--- src/hw/rtl/thermometer_scratchpad_decode_defines.svh ---
// Assertion macros shared by the scratchpad decoder queue and back-end modules.
// Each macro expects clk and rst_n in scope.
`ifndef THERMOMETER_SCRATCHPAD_DECODE_DEFINES_SVH
`define THERMOMETER_SCRATCHPAD_DECODE_DEFINES_SVH

// Condition must never hold.
`define TSD_ASSERT_NEVER(label, cond, msg) \
    label: assert property (@(posedge clk) disable iff (!rst_n) !(cond)) else $error(msg);

// Antecedent implies consequent in the same cycle.
`define TSD_ASSERT_IMPL(label, ante, cons, msg) \
    label: assert property (@(posedge clk) disable iff (!rst_n) (ante) |-> (cons)) \
        else $error(msg);

// Antecedent implies consequent in the next cycle.
`define TSD_ASSERT_NEXT(label, ante, cons, msg) \
    label: assert property (@(posedge clk) disable iff (!rst_n) (ante) |=> (cons)) \
        else $error(msg);

`endif

--- src/hw/rtl/tsd_pkg.sv ---
package tsd_pkg;

    // Scratchpad byte positions
    localparam logic [3:0] IDX_TEMP_LO       = 4'd0;
    localparam logic [3:0] IDX_TEMP_HI       = 4'd1;
    localparam logic [3:0] IDX_CONFIG        = 4'd4;
    localparam logic [3:0] IDX_COUNT_REMAIN  = 4'd6;
    localparam logic [3:0] IDX_COUNT_PER_DEG = 4'd7;
    localparam logic [3:0] IDX_CRC           = 4'd8;
    localparam logic [3:0] IDX_DONE          = 4'd9;

    localparam logic [7:0]  FAMILY_TYPE_S    = 8'h10;
    localparam logic [7:0]  CPD_FULL         = 8'h10;
    localparam logic [15:0] TYPE_S_INT_MASK  = 16'hFFF0;
    localparam logic [15:0] TYPE_S_BIAS      = 16'd12;

    localparam logic [7:0]  RES_MASK         = 8'h60;
    localparam logic [7:0]  RES_9BIT         = 8'h00;
    localparam logic [7:0]  RES_10BIT        = 8'h20;
    localparam logic [7:0]  RES_11BIT        = 8'h40;

    localparam int QUEUE_DEPTH = 2;

    // One completed frame, handed from the front end to the converter
    typedef struct packed {
        logic [15:0] temp_word;
        logic [7:0]  resolution;
        logic [7:0]  count_remain;
        logic [7:0]  count_per_degree;
        logic [7:0]  family;
        logic        crc_ok;
    } tsd_job_t;

    typedef struct packed {
        logic     push;
        tsd_job_t job;
    } tsd_push_t;

endpackage

--- src/hw/rtl/tsd_front.sv ---
module tsd_front (
    input  logic                clk,
    input  logic                rst_n,
    input  logic                in_valid,
    output logic                in_stall,
    input  logic [7:0]          data_byte,
    input  logic [7:0]          family_code,
    input  logic                frame_start,
    input  logic                queue_full,
    output tsd_pkg::tsd_push_t  enq
);
    import tsd_pkg::*;

    function automatic logic [7:0] crc8_update(input logic [7:0] crc, input logic [7:0] b);
        logic [7:0] c;
        c = crc ^ b;
        for (int i = 0; i < 8; i++) begin
            c = c[0] ? ((c >> 1) ^ 8'h8C) : (c >> 1);
        end
        return c;
    endfunction

    logic [3:0]  idx_reg, idx_next;
    logic [7:0]  crc_reg, crc_next;
    logic [15:0] temp_word_reg;
    logic [7:0]  resolution_reg;
    logic [7:0]  count_remain_reg;
    logic [7:0]  count_per_degree_reg;

    logic        accept;
    logic [3:0]  idx_eff;
    logic [7:0]  crc_eff;

    assign in_stall = queue_full;
    assign accept   = in_valid && !in_stall;

    // Frame start restarts the counter and CRC for this very byte
    assign idx_eff = frame_start ? IDX_TEMP_LO : idx_reg;
    assign crc_eff = frame_start ? 8'h00 : crc_reg;

    always_comb
    begin
        idx_next = idx_reg;
        crc_next = crc_reg;
        if (accept)
        begin
            if (idx_eff < IDX_CRC)
            begin
                idx_next = idx_eff + 4'd1;
                crc_next = crc8_update(crc_eff, data_byte);
            end
            else
            begin
                // Hold at done until the next frame start
                idx_next = IDX_DONE;
                crc_next = crc_eff;
            end
        end
    end

    always_ff @(posedge clk or negedge rst_n)
    begin
        if (!rst_n)
        begin
            idx_reg <= IDX_TEMP_LO;
            crc_reg <= 8'h00;
        end
        else
        begin
            idx_reg <= idx_next;
            crc_reg <= crc_next;
        end
    end

    always_ff @(posedge clk)
    begin
        if (accept)
        begin
            unique case (idx_eff)
                IDX_TEMP_LO:       temp_word_reg[7:0]   <= data_byte;
                IDX_TEMP_HI:       temp_word_reg[15:8]  <= data_byte;
                IDX_CONFIG:        resolution_reg       <= data_byte;
                IDX_COUNT_REMAIN:  count_remain_reg     <= data_byte;
                IDX_COUNT_PER_DEG: count_per_degree_reg <= data_byte;
                default: ;
            endcase
        end
    end

    always_comb
    begin
        enq.push                 = accept && (idx_eff == IDX_CRC);
        enq.job.temp_word        = temp_word_reg;
        enq.job.resolution       = resolution_reg;
        enq.job.count_remain     = count_remain_reg;
        enq.job.count_per_degree = count_per_degree_reg;
        enq.job.family           = family_code;
        enq.job.crc_ok           = (crc_eff == data_byte);
    end

endmodule

--- src/hw/rtl/tsd_queue.sv ---
`include "thermometer_scratchpad_decode_defines.svh"

module tsd_queue #(
    parameter int Depth = tsd_pkg::QUEUE_DEPTH
) (
    input  logic                clk,
    input  logic                rst_n,
    input  tsd_pkg::tsd_push_t  enq,
    output logic                full,
    input  logic                pop,
    output logic                not_empty,
    output tsd_pkg::tsd_job_t   head
);
    import tsd_pkg::*;

    localparam int PtrW = (Depth > 1) ? $clog2(Depth) : 1;
    localparam int CntW = $clog2(Depth + 1);

    tsd_job_t            entry_reg [Depth];
    logic [PtrW-1:0]     wr_ptr_reg, wr_ptr_next;
    logic [PtrW-1:0]     rd_ptr_reg, rd_ptr_next;
    logic [CntW-1:0]     count_reg, count_next;

    assign full      = (count_reg == CntW'(Depth));
    assign not_empty = (count_reg != '0);
    assign head      = entry_reg[rd_ptr_reg];

    always_comb
    begin
        wr_ptr_next = wr_ptr_reg;
        rd_ptr_next = rd_ptr_reg;
        count_next  = count_reg;
        if (enq.push)
        begin
            wr_ptr_next = (wr_ptr_reg == PtrW'(Depth - 1)) ? '0 : wr_ptr_reg + 1'b1;
        end
        if (pop)
        begin
            rd_ptr_next = (rd_ptr_reg == PtrW'(Depth - 1)) ? '0 : rd_ptr_reg + 1'b1;
        end
        if (enq.push && !pop)
        begin
            count_next = count_reg + 1'b1;
        end
        else if (!enq.push && pop)
        begin
            count_next = count_reg - 1'b1;
        end
    end

    always_ff @(posedge clk or negedge rst_n)
    begin
        if (!rst_n)
        begin
            wr_ptr_reg <= '0;
            rd_ptr_reg <= '0;
            count_reg  <= '0;
        end
        else
        begin
            wr_ptr_reg <= wr_ptr_next;
            rd_ptr_reg <= rd_ptr_next;
            count_reg  <= count_next;
        end
    end

    always_ff @(posedge clk)
    begin
        if (enq.push)
        begin
            entry_reg[wr_ptr_reg] <= enq.job;
        end
    end

    `TSD_ASSERT_NEVER(a_no_push_full, enq.push && full, "push into full queue")
    `TSD_ASSERT_NEVER(a_no_pop_empty, pop && !not_empty, "pop from empty queue")
    `TSD_ASSERT_NEXT(a_cnt_up, enq.push && !pop, count_reg == $past(count_reg) + 1'b1, "bad count")

endmodule

--- src/hw/rtl/tsd_back.sv ---
`include "thermometer_scratchpad_decode_defines.svh"

module tsd_back (
    input  logic               clk,
    input  logic               rst_n,
    input  logic               not_empty,
    input  tsd_pkg::tsd_job_t  head,
    output logic               pop,
    output logic               out_valid,
    input  logic               out_stall,
    output logic signed [15:0] temp_sixteenths,
    output logic               crc_valid
);
    import tsd_pkg::*;

    function automatic logic [15:0] convert(input tsd_job_t job);
        logic [15:0] raw;
        logic [7:0]  res;
        raw = job.temp_word;
        res = job.resolution & RES_MASK;
        if (job.family == FAMILY_TYPE_S)
        begin
            raw = {raw[12:0], 3'b000};
            if (job.count_per_degree == CPD_FULL)
            begin
                raw = (raw & TYPE_S_INT_MASK) + TYPE_S_BIAS - {8'h00, job.count_remain};
            end
        end
        else
        begin
            // Clear the bits left undefined by the resolution; 12-bit keeps all
            unique case (res)
                RES_9BIT:  raw = raw & 16'hFFF8;
                RES_10BIT: raw = raw & 16'hFFFC;
                RES_11BIT: raw = raw & 16'hFFFE;
                default: ;
            endcase
        end
        return raw;
    endfunction

    logic        out_valid_reg, out_valid_next;
    logic [15:0] temp_reg;
    logic        crc_valid_reg;

    assign pop = not_empty && (!out_valid_reg || !out_stall);

    always_comb
    begin
        out_valid_next = out_valid_reg;
        if (pop)
        begin
            out_valid_next = 1'b1;
        end
        else if (!out_stall)
        begin
            out_valid_next = 1'b0;
        end
    end

    always_ff @(posedge clk or negedge rst_n)
    begin
        if (!rst_n)
        begin
            out_valid_reg <= 1'b0;
        end
        else
        begin
            out_valid_reg <= out_valid_next;
        end
    end

    always_ff @(posedge clk)
    begin
        if (pop)
        begin
            temp_reg      <= head.crc_ok ? convert(head) : 16'h0000;
            crc_valid_reg <= head.crc_ok;
        end
    end

    assign out_valid       = out_valid_reg;
    assign temp_sixteenths = signed'(temp_reg);
    assign crc_valid       = crc_valid_reg;

    `TSD_ASSERT_IMPL(a_bad_crc_zero, out_valid && !crc_valid, temp_reg == '0, "nonzero temp")
    `TSD_ASSERT_NEXT(a_pop_shows, pop, out_valid_reg, "popped job not presented")
    `TSD_ASSERT_NEVER(a_hold_stalled, pop && out_valid && out_stall, "stalled result lost")

endmodule

--- src/hw/rtl/thermometer_scratchpad_decode.sv ---
// Channel | Handshake             | Payload
// --------+-----------------------+----------------------------------------
// in      | in_valid / in_stall   | data_byte, family_code, frame_start
// out     | out_valid / out_stall | temp_sixteenths, crc_valid
//
// While in_stall is low, one scratchpad byte is taken every cycle and the CRC-8 update is one byte per cycle.
// A job enters the queue with the ninth (CRC) byte; the converter pops it and holds the result in the output register.
// in_stall rises only while the frame queue between front end and converter is full.
// rst_n clears the byte counter, CRC, queue pointers and output valid.
module thermometer_scratchpad_decode #(
    parameter int QueueDepth = tsd_pkg::QUEUE_DEPTH
) (
    input  logic               clk,
    input  logic               rst_n,
    input  logic               in_valid,
    output logic               in_stall,
    input  logic [7:0]         data_byte,
    input  logic [7:0]         family_code,
    input  logic               frame_start,
    output logic               out_valid,
    input  logic               out_stall,
    output logic signed [15:0] temp_sixteenths,
    output logic               crc_valid
);
    import tsd_pkg::*;

    tsd_push_t enq;
    tsd_job_t  head;
    logic      queue_full;
    logic      queue_not_empty;
    logic      pop;

    tsd_front u_front (
        .clk         (clk),
        .rst_n       (rst_n),
        .in_valid    (in_valid),
        .in_stall    (in_stall),
        .data_byte   (data_byte),
        .family_code (family_code),
        .frame_start (frame_start),
        .queue_full  (queue_full),
        .enq         (enq)
    );

    tsd_queue #(
        .Depth (QueueDepth)
    ) u_queue (
        .clk       (clk),
        .rst_n     (rst_n),
        .enq       (enq),
        .full      (queue_full),
        .pop       (pop),
        .not_empty (queue_not_empty),
        .head      (head)
    );

    tsd_back u_back (
        .clk             (clk),
        .rst_n           (rst_n),
        .not_empty       (queue_not_empty),
        .head            (head),
        .pop             (pop),
        .out_valid       (out_valid),
        .out_stall       (out_stall),
        .temp_sixteenths (temp_sixteenths),
        .crc_valid       (crc_valid)
    );

endmodule
--- config.mk ---
export PLATFORM = sky130hd
export DESIGN_NAME = thermometer_scratchpad_decode
export DESIGN_NICKNAME = d
export VERILOG_FILES = /design/src/hw/rtl/tsd_pkg.sv /design/src/hw/rtl/tsd_front.sv /design/src/hw/rtl/tsd_queue.sv /design/src/hw/rtl/tsd_back.sv /design/src/hw/rtl/thermometer_scratchpad_decode.sv
export VERILOG_INCLUDE_DIRS = /design/src /design/src/hw/rtl
export SDC_FILE = /design/constraint.sdc
export NUM_CORES = 1
export LEC_CHECK = 0
export BUFFER_PORTS_ARGS = -buffer_cell sky130_fd_sc_hd__buf_2
export CAP_MARGIN = 10
export CORE_UTILIZATION = 40
export CTS_CLUSTER_DIAMETER = 40
export DETAILED_ROUTE_END_ITERATION = 10
export HOLD_SLACK_MARGIN = 0.03
export PLACE_DENSITY_LB_ADDON = 0.25
export SLEW_MARGIN = 10
export SYNTH_ARGS = -nofsm -noshare
export SYNTH_HDL_FRONTEND = slang
export SYNTH_SLANG_ARGS = --single-unit
--- constraint.sdc ---
create_clock -name clk -period 7.2 [get_ports clk]
set_input_delay 0.36 -clock clk [delete_from_list [all_inputs] [get_ports clk]]
set_output_delay 0.36 -clock clk [all_outputs]
set_load 0.03 [all_outputs]
==> flow_metrics.env <==
export IMPL_grt_pass1_vias=3603
export IMPL_ctsLongestPathBuffers=2
export IMPL_largest_register_ffs=86
export IMPL_required_ps=7370
export IMPL_via_per_inst=5.12
export IMPL_postCtsResizedCells=0
export IMPL_period_needed_ps=3190
export IMPL_hp_class="primary input to flop"
export IMPL_wirelength_um=11700
export IMPL_vias=3821
export IMPL_clkSinkCount=154
export IMPL_final_setup_skew_ps=6.64
export IMPL_cts_htree_levels=4
export IMPL_synth_top_cell_area_share_pct=61.3
export IMPL_dp_hpwl_um=7840
export IMPL_final_cell_count_no_fill=747
export IMPL_root_buffer="clkbuf_16"
export IMPL_maxSlewHeadroom_pct=34.0
export IMPL_fmax_mhz=313
export IMPL_post_route_drc_count=0
export IMPL_synth_area_per_cell_um2=14.0
export IMPL_finalSetupViolations=0
export IMPL_grt_usage_pct=14.1
export IMPL_crit_slowest_cell="dfrtp_2"
export IMPL_grt_antenna_before_repair=0
export IMPL_core_um2=16100
export IMPL_async_flop_share_pct=11.0
export IMPL_arrival_ps=3360
export IMPL_slowest_delay_ps=1000
export IMPL_end_kind="flop"
export IMPL_crit_type="flop to flop"
export IMPL_hold_viol=0
export IMPL_yosysSeqAreaShare_pct=67.7
export IMPL_wl_per_cell_um=15.6
export IMPL_dieWidth_um=131
export IMPL_drive_gt1_share_pct=17.5
export IMPL_gp_congestion=0.806
export IMPL_grt_first_pass_wirelength_um=18700
export IMPL_port_buffers=39
export IMPL_crit_chain="mux2i_1 > inv_1 > ha_1 > a21o_1 > nor2_1 > a221oi_2 > o21ai_2 > and3_4 > a221o_1"
export IMPL_numCtsBuffers=17
export IMPL_synth_edff_count=137
export IMPL_final_common_cell="edfxtp_1"
export IMPL_mostFrequentLayoutCells="137 x edfxtp_1, 45 x nor2_1, 39 x buf_2"
export IMPL_ioPinCount=40
export IMPL_ff_latch_area_um2=4540
export IMPL_nets=549
export IMPL_dr_pass1_iters=5
export IMPL_start_kind="flop"
export IMPL_fin_setup_tns_ps=0
export IMPL_dieArea_um2=17300
export IMPL_synth_seq_cells=154
export IMPL_crit_fanout=45
export IMPL_clock_latency_ps=420
export IMPL_reg2reg_setup_slack_ps=4010
export IMPL_rsz0062_at_grt="no"
export IMPL_worst_slew_pin_transition_ps=990
export IMPL_post_synth_inst_count=478
export IMPL_fin_crit_sh_pct=44.3
export IMPL_cts_tree="yes"
export IMPL_max_cap_violations=0
export IMPL_syn_num_nets=509
export IMPL_yosys_area_top_type="edfxtp_1"
export IMPL_outcome="finished clean"
export IMPL_peakVddDrop_v=0.000176
export IMPL_die_h_um=131
export IMPL_fillerInstances=1409
export IMPL_clkTransAtPathRegs_ps=60
export IMPL_area_growth_pct=13.8
export IMPL_leakage_nw=2.66
export IMPL_power_density_nw_per_um2=360
export IMPL_netlist_area_um2=6710
export IMPL_netlist_top_cells_area="edfxtp_1 61%, dfrtp_1 6.3%, xnor2_1 4.0%"
export IMPL_overflow=0
export IMPL_ant_nets=0
export IMPL_multi_input_area_um2=2000
export IMPL_start_util_pct=41.6
export IMPL_dpl_cell_count=714
export IMPL_rows=46
export IMPL_drt_iter0_markers=294
export IMPL_yosys_warnings=0
export IMPL_antenna_cells=0
export IMPL_synth_cell_types=60
export IMPL_slew_viol_final=0
export IMPL_ys_flop_type="edfxtp_1"
export IMPL_grt_max_degree=46
-- repair_timing --
action | 4_1_cts | 5_1_grt
hold buffers | 1 | 0
hold endpoints to repair | 17 | 0
buffers inserted | 0 | 0
-- power breakdown --
| part | leakage (nW) | switching, mW | internal [mW] |
|---|---|---|---|
| Combinational | 0.934 | 0.400 | 0.285 |
| Sequential | 1.46 | 0.124 | 1.10 |
| Clock | 0.270 | 0.329 | 0.504 |
| Total | 2.66 | 0.853 | 1.89 |
-- cells in the mapped netlist (2+ instances only) --
master / count
nand3_1: 10
buf_2: 4
nand2_1: 33
buf_4: 2
clkbuf_1: 7
o21ai_0: 16
a31oi_1: 8
xor2_1: 7
mux2i_1: 17
nor2b_1: 3
inv_1: 13
o31ai_1: 2
nor3_1: 13
nand4_1: 6
mux2_2: 12
o311ai_1: 2
xnor2_1: 31
clkbuf_2: 2
ha_1: 10
a211oi_1: 3
and4_1: 2
o22ai_2: 2
nand3b_1: 2
nor4b_1: 5
nand2b_1: 6
o32ai_1: 4
and2_1: 2
buf_6: 5
and3_1: 3
o21ai_1: 2
edfxtp_1: 137
dfrtp_1: 17
a21oi_1: 11
nor4_1: 5
or4_1: 3
nor2_1: 46
o211ai_1: 2
-- cells by family (layout without fill, tap and decap cells) --
kind of cell    Yosys count  in the layout  share of synthesized area (%)
flops                   154            154                           67.7
simple gates            143            143                           10.5
compound gates           69             69                           7.37
xor+xnor                 39             39                           5.21
buf+inv                  33             86                           2.63
mux                      30             30                           4.76
fa+ha+maj                10             10                           1.87
-- worst max-delay path, delay by kind of cell, from the launching register on --
family	cells	cell delay [ps]
flops	1	1000
mux	1	320
simple gates	2	280
fa+ha+maj	1	370
compound gates	4	860
buf+inv	1	100
-- routing by layer --
layer,part of all wire [%],track usage (%),up-vias
met5,0,0,-
met4,1.6,6.65,0
met3,4.1,3.28,16
met2,47,22.2,92
met1,47,18.5,1832
li1,-,-,1881
-- cell type report --
cell class | instances | share of cell area (%)
flip-flops and latches | 154 | 59.5
clock buffers | 18 | 5.62
inverters | 13 | 0.639
multi-input cells | 291 | 26.2
repair buffers | 41 | 2.79
well taps | 216 | 3.54
clock inverters | 14 | 1.72
-- metrics by stage --
step / power (mW) / hold WS (ps) / area [um^2] / util [%] / worst slack, ps
finish: 2.74 / 131 / 7630 / 47.4 / 4010
global route: 2.88 / 115 / 7630 / 47.4 / 3770
CTS: 2.77 / 113 / 7630 / 47.4 / 4010
detailed placement: 1.93 / 323 / 7060 / 43.8 / 4010
global placement: 1.91 / 324 / 7060 / 43.8 / 4090
floorplan: 1.79 / 64.4 / 6710 / - / 3370
-- path summary, 6_finish.rpt --
kind                                                   to                             from  cells after the start
worst max-delay path            u_back.temp_sixteenths[9]               u_queue.rd_ptr_reg                      9
worst min-delay path              u_queue.entry_reg[1][1]                   family_code[0]                      1
worst max register to register  u_back.temp_sixteenths[9]               u_queue.rd_ptr_reg                      9
worst min register to register   u_queue.entry_reg[1][15]  u_front.count_per_degree_reg[6]                      0
max in group asynchronous              u_queue.rd_ptr_reg                            rst_n                      2
min in group asynchronous              u_front.crc_reg[7]                            rst_n                      2
No activity file was read; power rests on OpenSTA's default activity.
